$ cat src/rle_pkg.sv
// shared types, constants and helpers for the literal-run encoder
// no dependencies
package rle_pkg;

  localparam int MAX_RUN     = 127;
  localparam int MAX_LITERAL = 61;
  localparam int RUN_W       = $clog2(MAX_RUN + 1);
  localparam int LIT_W       = $clog2(MAX_LITERAL + 1);
  localparam int CNT_W       = (RUN_W > LIT_W) ? RUN_W : LIT_W;
  localparam int FIFO_DEPTH  = 2;
  localparam int PTR_W       = $clog2(FIFO_DEPTH);

  typedef enum logic {
    CMD_RUN,
    CMD_LIT
  } cmd_kind_t;

  // run: len = run length, data = run byte
  // literal group: len = bytes held in the buffer, data = tail byte when tail is set
  typedef struct packed {
    cmd_kind_t        kind;
    logic [CNT_W-1:0] len;
    logic [7:0]       data;
    logic             tail;
    logic             last;
  } cmd_t;

  typedef struct packed {
    cmd_t c0;
    cmd_t c1;
    logic has_c1;
    logic uses_buf;
  } pkt_t;

  typedef struct packed {
    logic             we;
    logic [LIT_W-1:0] addr;
    logic [7:0]       data;
  } buf_wr_t;

  typedef enum logic [1:0] {
    BK_IDLE,
    BK_HDR,
    BK_DATA
  } bk_state_t;

  function automatic cmd_t mk_run(input logic [RUN_W-1:0] len, input logic [7:0] b);
    cmd_t c;
    c.kind = CMD_RUN;
    c.len  = CNT_W'(len);
    c.data = b;
    c.tail = 1'b0;
    c.last = 1'b0;
    return c;
  endfunction

  function automatic cmd_t mk_lit(input logic [LIT_W-1:0] cnt, input logic tv,
                                  input logic [7:0] b);
    cmd_t c;
    c.kind = CMD_LIT;
    c.len  = CNT_W'(cnt);
    c.data = b;
    c.tail = tv;
    c.last = 1'b0;
    return c;
  endfunction

endpackage

$ cat src/rle_literal_run_encoder_top.sv
// top level of the literal-run byte encoder: front end, command queue, back end
// depends on rle_pkg, rle_front, rle_cmd_fifo, rle_back
// with the back end idle, the first result byte passes the queue, the idle and header states and the output register
// 1 input byte per cycle while the queue is not full and no literal group holds the buffer;
// the back end pops only from idle; a buffered literal group stalls input until its packet ends
// reset: synchronous, clears run state, queue and output valid; literal buffer not cleared
module rle_literal_run_encoder_top (
  input  logic       clk,
  input  logic       rst,
  input  logic       in_valid,
  output logic       in_stall,
  input  logic [7:0] in_byte,
  input  logic       last_in,
  output logic       out_valid,
  input  logic       out_stall,
  output logic [7:0] out_byte,
  output logic       is_header,
  output logic       last_out
);
  import rle_pkg::*;

  logic    push;
  pkt_t    push_pkt;
  logic    fifo_full;
  logic    f_valid;
  pkt_t    f_pkt;
  logic    pop;
  buf_wr_t buf_wr;
  logic    buf_release;

  rle_front u_front (
    .clk         (clk),
    .rst         (rst),
    .in_valid    (in_valid),
    .in_stall    (in_stall),
    .in_byte     (in_byte),
    .last_in     (last_in),
    .fifo_full   (fifo_full),
    .push        (push),
    .push_pkt    (push_pkt),
    .buf_wr      (buf_wr),
    .buf_release (buf_release)
  );

  rle_cmd_fifo u_fifo (
    .clk      (clk),
    .rst      (rst),
    .push     (push),
    .push_pkt (push_pkt),
    .full     (fifo_full),
    .valid    (f_valid),
    .pkt      (f_pkt),
    .pop      (pop)
  );

  rle_back u_back (
    .clk         (clk),
    .rst         (rst),
    .f_valid     (f_valid),
    .f_pkt       (f_pkt),
    .pop         (pop),
    .buf_wr      (buf_wr),
    .buf_release (buf_release),
    .out_valid   (out_valid),
    .out_stall   (out_stall),
    .out_byte    (out_byte),
    .is_header   (is_header),
    .last_out    (last_out)
  );

  a_no_push_when_full: assert property (@(posedge clk) disable iff (rst)
    push |-> !fifo_full)
    else $error("command pushed into full queue");

  a_last_is_data: assert property (@(posedge clk) disable iff (rst)
    (out_valid && last_out) |-> !is_header)
    else $error("final byte of block marked as header");

  a_no_write_on_release: assert property (@(posedge clk) disable iff (rst)
    buf_release |-> !buf_wr.we)
    else $error("literal buffer written while a group is read out");

  a_reset_clears_out: assert property (@(posedge clk)
    rst |=> !out_valid)
    else $error("output valid after reset");

endmodule

$ cat src/rle_front.sv
// front end: takes byte transfers, tracks the current run and literal count,
// writes literal bytes and queues run / literal-group commands; uses rle_pkg
module rle_front (
  input  logic            clk,
  input  logic            rst,
  input  logic            in_valid,
  output logic            in_stall,
  input  logic [7:0]      in_byte,
  input  logic            last_in,
  input  logic            fifo_full,
  output logic            push,
  output rle_pkg::pkt_t   push_pkt,
  output rle_pkg::buf_wr_t buf_wr,
  input  logic            buf_release
);
  import rle_pkg::*;

  logic             have_prev, have_prev_next;
  logic [7:0]       prev_byte, prev_byte_next;
  logic [RUN_W-1:0] run_length, run_length_next;
  logic [LIT_W-1:0] lit_count, lit_count_next;
  logic             buf_busy;
  logic             acc;
  buf_wr_t          wr;
  pkt_t             pkt;

  assign in_stall = fifo_full || buf_busy;
  assign acc      = in_valid && !in_stall;

  always_comb begin
    cmd_t       c0, c1, cx;
    logic [1:0] n;
    c0 = '0;
    c1 = '0;
    cx = '0;
    n  = 2'd0;
    wr = '0;
    have_prev_next  = 1'b1;
    prev_byte_next  = prev_byte;
    run_length_next = run_length;
    lit_count_next  = lit_count;

    if (!have_prev) begin
      prev_byte_next  = in_byte;
      run_length_next = RUN_W'(1);
    end else if (in_byte == prev_byte) begin
      if (run_length >= RUN_W'(MAX_RUN)) begin
        cx = mk_run(run_length, prev_byte);
        if (n == 2'd0) c0 = cx; else c1 = cx;
        n = n + 2'd1;
        run_length_next = RUN_W'(1);
      end else begin
        if (run_length == RUN_W'(1) && lit_count != '0) begin
          cx = mk_lit(lit_count, 1'b0, 8'd0);
          if (n == 2'd0) c0 = cx; else c1 = cx;
          n = n + 2'd1;
          lit_count_next = '0;
        end
        run_length_next = run_length + RUN_W'(1);
      end
    end else begin
      if (run_length >= RUN_W'(2)) begin
        cx = mk_run(run_length, prev_byte);
        if (n == 2'd0) c0 = cx; else c1 = cx;
        n = n + 2'd1;
      end else begin
        wr.we   = 1'b1;
        wr.addr = lit_count;
        wr.data = prev_byte;
        if (lit_count == LIT_W'(MAX_LITERAL - 1)) begin
          cx = mk_lit(LIT_W'(MAX_LITERAL), 1'b0, 8'd0);
          if (n == 2'd0) c0 = cx; else c1 = cx;
          n = n + 2'd1;
          lit_count_next = '0;
        end else begin
          lit_count_next = lit_count + LIT_W'(1);
        end
      end
      prev_byte_next  = in_byte;
      run_length_next = RUN_W'(1);
    end

    if (last_in) begin
      if (run_length_next >= RUN_W'(2)) begin
        cx = mk_run(run_length_next, prev_byte_next);
        if (n == 2'd0) c0 = cx; else c1 = cx;
        n = n + 2'd1;
        if (lit_count_next != '0) begin
          cx = mk_lit(lit_count_next, 1'b0, 8'd0);
          if (n == 2'd0) c0 = cx; else c1 = cx;
          n = n + 2'd1;
        end
      end else begin
        // lone byte goes out as the tail of the group, no buffer write
        cx = mk_lit(lit_count_next, 1'b1, prev_byte_next);
        if (n == 2'd0) c0 = cx; else c1 = cx;
        n = n + 2'd1;
      end
      if (n == 2'd2) c1.last = 1'b1; else c0.last = 1'b1;
      have_prev_next  = 1'b0;
      prev_byte_next  = '0;
      run_length_next = '0;
      lit_count_next  = '0;
    end

    pkt.c0       = c0;
    pkt.c1       = c1;
    pkt.has_c1   = (n == 2'd2);
    pkt.uses_buf = (c0.kind == CMD_LIT && c0.len != '0) ||
                   (n == 2'd2 && c1.kind == CMD_LIT && c1.len != '0);
    push = acc && (n != 2'd0);
  end

  assign push_pkt = pkt;
  assign buf_wr   = '{we: wr.we && acc, addr: wr.addr, data: wr.data};

  always_ff @(posedge clk) begin
    if (rst) begin
      have_prev  <= 1'b0;
      prev_byte  <= '0;
      run_length <= '0;
      lit_count  <= '0;
      buf_busy   <= 1'b0;
    end else begin
      if (acc) begin
        have_prev  <= have_prev_next;
        prev_byte  <= prev_byte_next;
        run_length <= run_length_next;
        lit_count  <= lit_count_next;
      end
      if (push && pkt.uses_buf) begin
        buf_busy <= 1'b1;
      end else if (buf_release) begin
        buf_busy <= 1'b0;
      end
    end
  end

endmodule

$ cat src/rle_cmd_fifo.sv
// two-entry command queue between front and back end
// uses rle_pkg
module rle_cmd_fifo (
  input  logic          clk,
  input  logic          rst,
  input  logic          push,
  input  rle_pkg::pkt_t push_pkt,
  output logic          full,
  output logic          valid,
  output rle_pkg::pkt_t pkt,
  input  logic          pop
);
  import rle_pkg::*;

  pkt_t             slots [FIFO_DEPTH];
  logic [PTR_W-1:0] wr_ptr;
  logic [PTR_W-1:0] rd_ptr;
  logic [PTR_W:0]   count;

  assign full  = (count == (PTR_W + 1)'(FIFO_DEPTH));
  assign valid = (count != '0);
  assign pkt   = slots[rd_ptr];

  always_ff @(posedge clk) begin
    if (push && !full) begin
      slots[wr_ptr] <= push_pkt;
    end
  end

  always_ff @(posedge clk) begin
    if (rst) begin
      wr_ptr <= '0;
      rd_ptr <= '0;
      count  <= '0;
    end else begin
      if (push && !full) begin
        wr_ptr <= wr_ptr + PTR_W'(1);
      end
      if (pop && valid) begin
        rd_ptr <= rd_ptr + PTR_W'(1);
      end
      count <= count + (PTR_W + 1)'(push && !full) - (PTR_W + 1)'(pop && valid);
    end
  end

endmodule

$ cat src/rle_back.sv
// back end: plays out queued commands as header and data bytes,
// holds the literal buffer and the output register; uses rle_pkg
module rle_back (
  input  logic             clk,
  input  logic             rst,
  input  logic             f_valid,
  input  rle_pkg::pkt_t    f_pkt,
  output logic             pop,
  input  rle_pkg::buf_wr_t buf_wr,
  output logic             buf_release,
  output logic             out_valid,
  input  logic             out_stall,
  output logic [7:0]       out_byte,
  output logic             is_header,
  output logic             last_out
);
  import rle_pkg::*;

  logic [7:0]       mem [MAX_LITERAL];
  logic [7:0]       rd_data;
  logic [LIT_W-1:0] rd_addr;

  bk_state_t        state, state_next;
  pkt_t             pkt, pkt_next;
  logic             sel, sel_next;
  logic [LIT_W-1:0] idx, idx_next;

  cmd_t             cur;
  logic [LIT_W-1:0] k;
  logic [LIT_W-1:0] n_tot;
  logic             emit_ok;
  logic             e;
  logic [7:0]       e_byte;
  logic             e_hdr;
  logic             e_last;
  logic             cmd_end;

  assign cur     = sel ? pkt.c1 : pkt.c0;
  assign k       = cur.len[LIT_W-1:0];
  assign n_tot   = k + LIT_W'(cur.tail);
  assign emit_ok = !out_valid || !out_stall;

  always_comb begin
    state_next  = state;
    pkt_next    = pkt;
    sel_next    = sel;
    idx_next    = idx;
    pop         = 1'b0;
    e           = 1'b0;
    e_byte      = '0;
    e_hdr       = 1'b0;
    e_last      = 1'b0;
    cmd_end     = 1'b0;
    buf_release = 1'b0;

    unique case (state)
      BK_IDLE: begin
        if (f_valid) begin
          pop        = 1'b1;
          pkt_next   = f_pkt;
          sel_next   = 1'b0;
          idx_next   = '0;
          state_next = BK_HDR;
        end
      end
      BK_HDR: begin
        if (emit_ok) begin
          e     = 1'b1;
          e_hdr = 1'b1;
          if (cur.kind == CMD_RUN) begin
            e_byte = 8'(cur.len);
          end else if (n_tot == LIT_W'(1)) begin
            e_byte = 8'd1;
          end else begin
            e_byte = 8'd0 - 8'(n_tot);
          end
          state_next = BK_DATA;
        end
      end
      BK_DATA: begin
        if (emit_ok) begin
          e = 1'b1;
          if (cur.kind == CMD_RUN) begin
            e_byte  = cur.data;
            cmd_end = 1'b1;
          end else if (idx < k) begin
            e_byte   = rd_data;
            idx_next = idx + LIT_W'(1);
            cmd_end  = (idx + LIT_W'(1) == k) && !cur.tail;
          end else begin
            e_byte  = cur.data;
            cmd_end = 1'b1;
          end
          if (cmd_end) begin
            e_last = cur.last;
            if (!sel && pkt.has_c1) begin
              sel_next   = 1'b1;
              idx_next   = '0;
              state_next = BK_HDR;
            end else begin
              buf_release = pkt.uses_buf;
              state_next  = BK_IDLE;
            end
          end
        end
      end
      default: begin
        state_next = BK_IDLE;
      end
    endcase
  end

  assign rd_addr = (idx_next < LIT_W'(MAX_LITERAL)) ? idx_next : '0;

  always_ff @(posedge clk) begin
    if (buf_wr.we) begin
      mem[buf_wr.addr] <= buf_wr.data;
    end
    rd_data <= mem[rd_addr];
  end

  always_ff @(posedge clk) begin
    pkt <= pkt_next;
    idx <= idx_next;
    if (e) begin
      out_byte  <= e_byte;
      is_header <= e_hdr;
      last_out  <= e_last;
    end
  end

  always_ff @(posedge clk) begin
    if (rst) begin
      state     <= BK_IDLE;
      sel       <= 1'b0;
      out_valid <= 1'b0;
    end else begin
      state <= state_next;
      sel   <= sel_next;
      if (e) begin
        out_valid <= 1'b1;
      end else if (!out_stall) begin
        out_valid <= 1'b0;
      end
    end
  end

endmodule

$ cat config.mk
export PLATFORM = sky130hd
export DESIGN_NAME = rle_literal_run_encoder_top
export DESIGN_NICKNAME = d
export VERILOG_FILES = /design/src/rle_pkg.sv /design/src/rle_literal_run_encoder_top.sv /design/src/rle_front.sv /design/src/rle_cmd_fifo.sv /design/src/rle_back.sv
export SDC_FILE = /design/constraint.sdc
export NUM_CORES = 1
export LEC_CHECK = 0
export BUFFER_PORTS_ARGS = -buffer_cell sky130_fd_sc_hd__buf_2
export CORE_MARGIN = 5
export CORE_UTILIZATION = 40
export DETAILED_ROUTE_END_ITERATION = 8
export GPL_ROUTABILITY_DRIVEN = 0
export GPL_TIMING_DRIVEN = 0
export HOLD_SLACK_MARGIN = 0.05
export PLACE_DENSITY = 0.62
export SLEW_MARGIN = 20
export SYNTH_ARGS = -nofsm -noshare
export SYNTH_HDL_FRONTEND = slang
export SYNTH_SLANG_ARGS = --single-unit
$ cat constraint.sdc
create_clock -name clk -period 7.54 [get_ports clk]
set_clock_uncertainty 0.15 [all_clocks]
set_input_delay 0.377 -clock clk [delete_from_list [all_inputs] [get_ports clk]]
set_output_delay 0.377 -clock clk [all_outputs]
set_load 0.03 [all_outputs]
### After elaboration in Yosys (flattened, before gate mapping)

Memories as Yosys holds them, arrays and structs flattened. A register that Yosys moved wholly into a read port is not among the register bits.
Cells that the tools add are included.

* add/sub/neg operators: 11
* magnitude comparators: 5
* equality and inequality tests: 16
* muxes and demuxes: 95
* reduce and logical (&&, ||, !) cells: 37

Operators with widths (number)
* 18-bit 2-to-1 mux: 18
* 6-bit 2-to-1 mux: 14
* 8-bit 2-to-1 mux: 9
* 15-bit 2-to-1 mux: 3
* 1-bit 2-to-1 mux: 30
* 7-bit 2-to-1 mux: 4
* 2-bit 2-to-1 mux: 12
* 17-bit 2-to-1 mux: 1
* 8-bit case mux with 2 select lines: 1
* 7-bit by 2-bit >= comparator with 1-bit output (second input constant): 2
* 7-bit nonzero test: 2
* 6-bit by 1-bit adder with 6-bit output (second input constant): 2
* 1-bit logical AND: 12
* 6-bit case mux with 2 select lines: 1
* 6-bit nonzero test: 2
* 2-bit by 1-bit inequality test with 1-bit output (second input constant): 5
* 2-bit equality test (second input constant): 4
* 8-bit equality test: 1
* 2-bit nonzero test: 4
* 7-bit by 1-bit adder with 7-bit output (second input constant): 1
* 7-bit by 1-bit equality test with 1-bit output (second input constant): 1
* 7-bit >= comparator (second input constant): 1
* 1-bit by 6-bit subtractor with 7-bit output (first input constant): 1
* 6-bit by 1-bit adder with 6-bit output: 1
* 21 further kinds: 32

* flip-flop bits (word level): 47
* RAM bits: 564
* input port bits: 13
* output and inout port bits: 12
* logic and storage cells: 181
* memories: 2

Memory list
* u_back.mem: words 61, bits a word 8, rd ports 1, clocked after memory_dff 1, wr ports 1, RTL line rle_back.sv:19 `logic [7:0] mem [MAX_LITERAL];`
* u_fifo.slots: words 2, bits a word 38, rd ports 1, clocked after memory_dff 1, wr ports 1, RTL line rle_cmd_fifo.sv:15 `pkt_t slots [FIFO_DEPTH];`

### Logic depth before layout (Yosys ltp)

* word-level depth: 19
* gate-level depth with buffers: 19
* depth with buffers taken out: 17

### Modules after synthesis

Synthesis repeated with hierarchy kept, for this count alone.

* cell total of the unflattened synthesis: 2120
* area total of the unflattened synthesis: 29075.4 sq um

Modules (own cells, without submodules)
* rle_back: instances 1, cells each 1631, area an instance 23581.4 sq um, sequential area each 16455.8 sq um
* rle_cmd_fifo: instances 1, cells each 145, area an instance 2979.1 sq um, sequential area each 2382.3 sq um
* rle_front: instances 1, cells each 344, area an instance 2514.9 sq um, sequential area each 460.4 sq um

### Least setup slack after synthesis

OpenSTA, ideal clock, no wires.

* path type: flip-flop to flip-flop
* start point: register u_back.sel
* end point: register u_back.rd_data[1] (read register of u_back.mem)
* setup time: 0.117 ns
* arrival: 3.975 ns
* data required time: 7.273 ns
* slack: 3.298 ns
* stages on the path, launching flop included: 19
* buffers on the path: 4
* period minus slack after synthesis: 4.242 ns
* cells stage by stage: dfxtp_1 > buf_6 > mux2_2 > inv_2 > ha_1 > a21o_1 > a311oi_4 > and2_1 > nand2_1 > a221o_2 > and2_4 > buf_6 > nor2_4 > buf_4 > buf_4 > mux2_2 > o211ai_1 > o2111ai_1 > a32o_1

* cells in the longest elaborated chain, start to end: 12
* elaborated cells on any way between the ends: 19
* classes of those cells: order compare (2); eq/ne (1); mux (12); reduce/logical (4)

RTL lines
* start: declaration: RTL line rle_back.sv:25 `logic sel, sel_next;`
* start signal: assignment: RTL line rle_back.sv:139 `sel <= sel_next;`
* branches (longest 7 deep; another with 6-bit less-than comparator)
* 6-bit 2-to-1 mux *: RTL line rle_back.sv:94 `if (cmd_end) begin`
* 6-bit 2-to-1 mux *: RTL line rle_back.sv:81 `if (emit_ok) begin`
* 6-bit case mux with 2 select lines *: RTL line rle_back.sv:56 `unique case (state)`
* 6-bit less-than comparator: RTL line rle_back.sv:113 `assign rd_addr = (idx_next < LIT_W'(MAX_LITERAL)) ? idx_next : '0;`
* 6-bit 2-to-1 mux *: RTL line rle_back.sv:113
* end: declaration: RTL line rle_back.sv:20 `logic [7:0] rd_data;`

Every way passes the cells marked *. The select of a mux whose other input is x is not followed.
A chain may end at the register's enable or synchronous reset.

### Worst setup path after layout

* start point: register u_back.sel
* end point: register u_back.rd_data[7] (read register of u_back.mem)

The elaborated chain is that of the path after synthesis.

==> out/metrics.yaml <==
cts_buffers: 70
seq_power_share_pct: 41.7
reg2reg_depth: 16
htreeDepth: 3
path_clk_slew_ns: 0.06
r2r_setup_slack_ns: 1.08
setup_viol: 0
antenna_found_initial: 1
synthMostInstantiatedCell: "edfxtp_1"
hold_end: "u_front.lit_count[3]$_SDFFE_PP0P_"
io_pins: 25
synth_top_area_share_pct: 64.97
post-route-period-util_pct: 85.63
grt_pass1_vias: 18580
syn2layout_area_growth_pct: 13.25
drt_pass1_iterations: 6
drive_above_1_share_pct: 12.57
clockBufferDepth: 3
p_int_mw: 6.839
maxCapViolCount: 0
outcome: "completed"
syn_area_per_cell_um2: 13.64
ant_nets: 0
vdd_drop_max_mv: 0.1772
drt_iter0_drc: 2625
min_from: "last_in"
pwr_density_cell_nw_per_um2: 320.3
num_rows: 97
ys_seq_area_share_pct: 68.16
nNetsFinal: 2223
reg2reg_from: "u_back.sel$_SDFFE_PP0P_"
critPathArrivalTime_ns: 6.68
wirelength_um: 85450
worstHoldPathCells: 4
yosysWarningCount: 0
fp.dieW_um: 275.9
cts_tree: "done"
synthCells: 2073
start_util_pct: 40.39
die_h_um: 275.9
drc: 0
ys_types: 94
leakagePower_nw: 10.20
dp_slack_ns: 1.405
regToRegEndpoint: "u_back.rd_data[7]$_DFF_P_"
synth_top_area_cell: "edfxtp_1"
cpPeakStageDelay_ns: 0.81
synthTopCellsByCount: "edfxtp_1, nand2_1, nor2_1"
syn_area_um2: 28280
crit_fanout: 10
critPathKind: "register to register"
ys.flop_type: "edfxtp_1"
cp_slowest_cell: "clkbuf_1"
coreArea_um2: 70030
grt_max_degree: 62
path_cells: "mux2_2 > inv_1 > ha_1 > a21o_1 > a311oi_4 > o211ai_2 > a32oi_1 > o31a_1 > a211oi_2 > buf_2 > nor2_1 > buf_2 > clkbuf_1 > a32oi_1 > a211oi_1 > o32ai_1"
rsz0062_at_grt: "false"
finalHoldViolCount: 0
dieArea_um2: 76130
route.vias.total: 19560
viasPerCell: 6.159
clock_sinks: 657
setup_tns_ns: 0
cp-end-kind: "register"
postSynth.asyncResetShare_pct: 0
sw_frac_of_total_pct: 33.35
clockPowerShare_pct: 31.4
cts-root-buf: "clkbuf_16"
netSwitchingPower_mw: 3.423
synth_edf_count: 612
route.detailed.wl_per_inst_um: 26.91
grt_usage_pct: 22.06
hpwl_um: 58160
tightestPinTransition_ns: 1.234
grt_pass1_wl_um: 124500
n_fill_cell: 6186
min_path_type: "input port to register"
maxSlewHeadroom_pct: 17.45
setup_slack_ns: 1.084
max_freq_mhz: 154.9
critPathLaunchType: "register"
grt_overflow: 0
ys_ff_latch: 657
p_comb_share_pct: 26.9
post_cts_buffers: 0
min_period_ns: 6.456
slew_viol_final: 0
required_ns: 7.77
io_buffers: 23
synth_area_leaders: "edfxtp_1, dfxtp_1, nand2_1"
fin_util_pct: 45.74
insertion_delay_ns: 0.61
==> state kept, by name (all words and copies together) (netlist names) <==
register	cells
u_fifo.count	2
u_back.out_valid	1
u_back.mem	488
u_front.lit_count	6
u_fifo.wr_ptr	1
u_back.idx	6
u_back.state	2
u_back.last_out	1
u_fifo.rd_ptr	1
u_front.buf_busy	1
u_front.have_prev	1
u_back.pkt	38
u_fifo.slots	76
u_back.out_byte	8
u_back.sel	1
u_back.rd_data	8
u_front.prev_byte	8
u_front.run_length	7
u_back.is_header	1
==> per-stage QoR <==
stage	std cells	cell area, um^2	hold slack [ns]	total power, mW
after floorplan	2074	28290	0.2966	5.993
after global placement	3037	29580	0.3208	6.942
after detailed placement	3045	29830	0.3381	7.010
after CTS	3175	32020	0.2393	10.19
after global routing	3175	32030	0.3250	10.57
final	3176	32030	0.2827	10.26
==> cells in the final DEF (no fill, tap or decap), drive strengths merged, types with 27 or more instances in the layout <==
master | synthesis | layout
edfxtp | 612 | 612
nand2 | 178 | 178
nor2 | 173 | 173
clkbuf | 71 | 152
a21oi | 105 | 105
buf | 57 | 88
mux2i | 64 | 64
o21ai | 63 | 63
mux2 | 56 | 56
dfxtp | 45 | 45
inv | 38 | 43
a211oi | 40 | 40
and3 | 38 | 38
nand3 | 34 | 34
nor3 | 33 | 33
o211ai | 29 | 29
clkinv | 0 | 29
a21boi | 27 | 27
==> critical path: cells and delay by family, from the launching register on <==
kind,cells,cell delay [ns]
flip-flops,1,0.36
AO/OA/AOI/OAI,9,2.94
buffers and inverters,4,1.75
multiplexers,1,0.44
adder cells (fa/ha/maj),1,0.29
AND/OR/NAND/NOR,1,0.26
==> worst max path at each step <==
stage	startpoint	end	slack [ns]	cells after the start
4_1_cts	u_back.sel$_SDFFE_PP0P_	u_back.rd_data[0]$_DFF_P_	1.39	16
2_1_floorplan	u_back.sel$_SDFFE_PP0P_	u_back.rd_data[1]$_DFF_P_	3.30	18
3_5_place_dp	u_back.sel$_SDFFE_PP0P_	u_back.rd_data[0]$_DFF_P_	1.41	16
6_report	u_back.sel$_SDFFE_PP0P_	u_back.rd_data[7]$_DFF_P_	1.08	16
3_3_place_gp	u_back.sel$_SDFFE_PP0P_	u_back.rd_data[7]$_DFF_P_	1.23	15
5_1_grt	u_back.sel$_SDFFE_PP0P_	u_back.rd_data[7]$_DFF_P_	1.04	16
==> logic make-up after synthesis <==
group / Yosys count / share of synthesized area (%)
fa+ha+maj: 23 / 1.017
buf+inv: 166 / 2.539
compound gates: 535 / 13.85
xor+xnor: 32 / 1.040
mux: 120 / 4.521
flops: 657 / 68.16
other cells: 1 / 0.01326
simple gates: 539 / 8.856
==> power by group through the flow <==
stage	combinational, mW	sequential (mW)	clock, mW
final	2.76	4.28	3.22
after global placement	2.58	4.36	0
after detailed placement	2.65	4.36	0
after floorplan	1.59	4.40	0
after CTS	2.67	4.28	3.24
after global routing	2.87	4.30	3.40
==> layer usage <==
metal	part of all wire, %	wire length, um	GRT usage (%)	vias up
met5	0	0	0	-
met4	4.0	3445	8.464	0
met3	11	9119	4.982	232
met2	45	38680	33.92	1218
met1	40	34210	30.77	9765
li1	-	-	-	8347
==> what timing repair did <==
action / CTS / global route
hold buffers: 10 / 0
resized for setup: 0 / 0
hold endpoints to repair: 36 / 0
==> cell type report <==
type | count | area (um^2) | area share [%]
diodes | 1 | 2.502 | 0.007812
plain buffers | 128 | 575.6 | 1.797
clock buffers | 81 | 1824 | 5.695
clock inverters | 39 | 267.8 | 0.8359
inverters | 38 | 142.6 | 0.4453
multi-input cells | 1251 | 8368 | 26.12
flip-flops and latches | 657 | 19280 | 60.18
well taps | 940 | 1176 | 3.672
repair buffers | 41 | 397.9 | 1.242
Note: power is estimated with default switching activity, not from simulation.
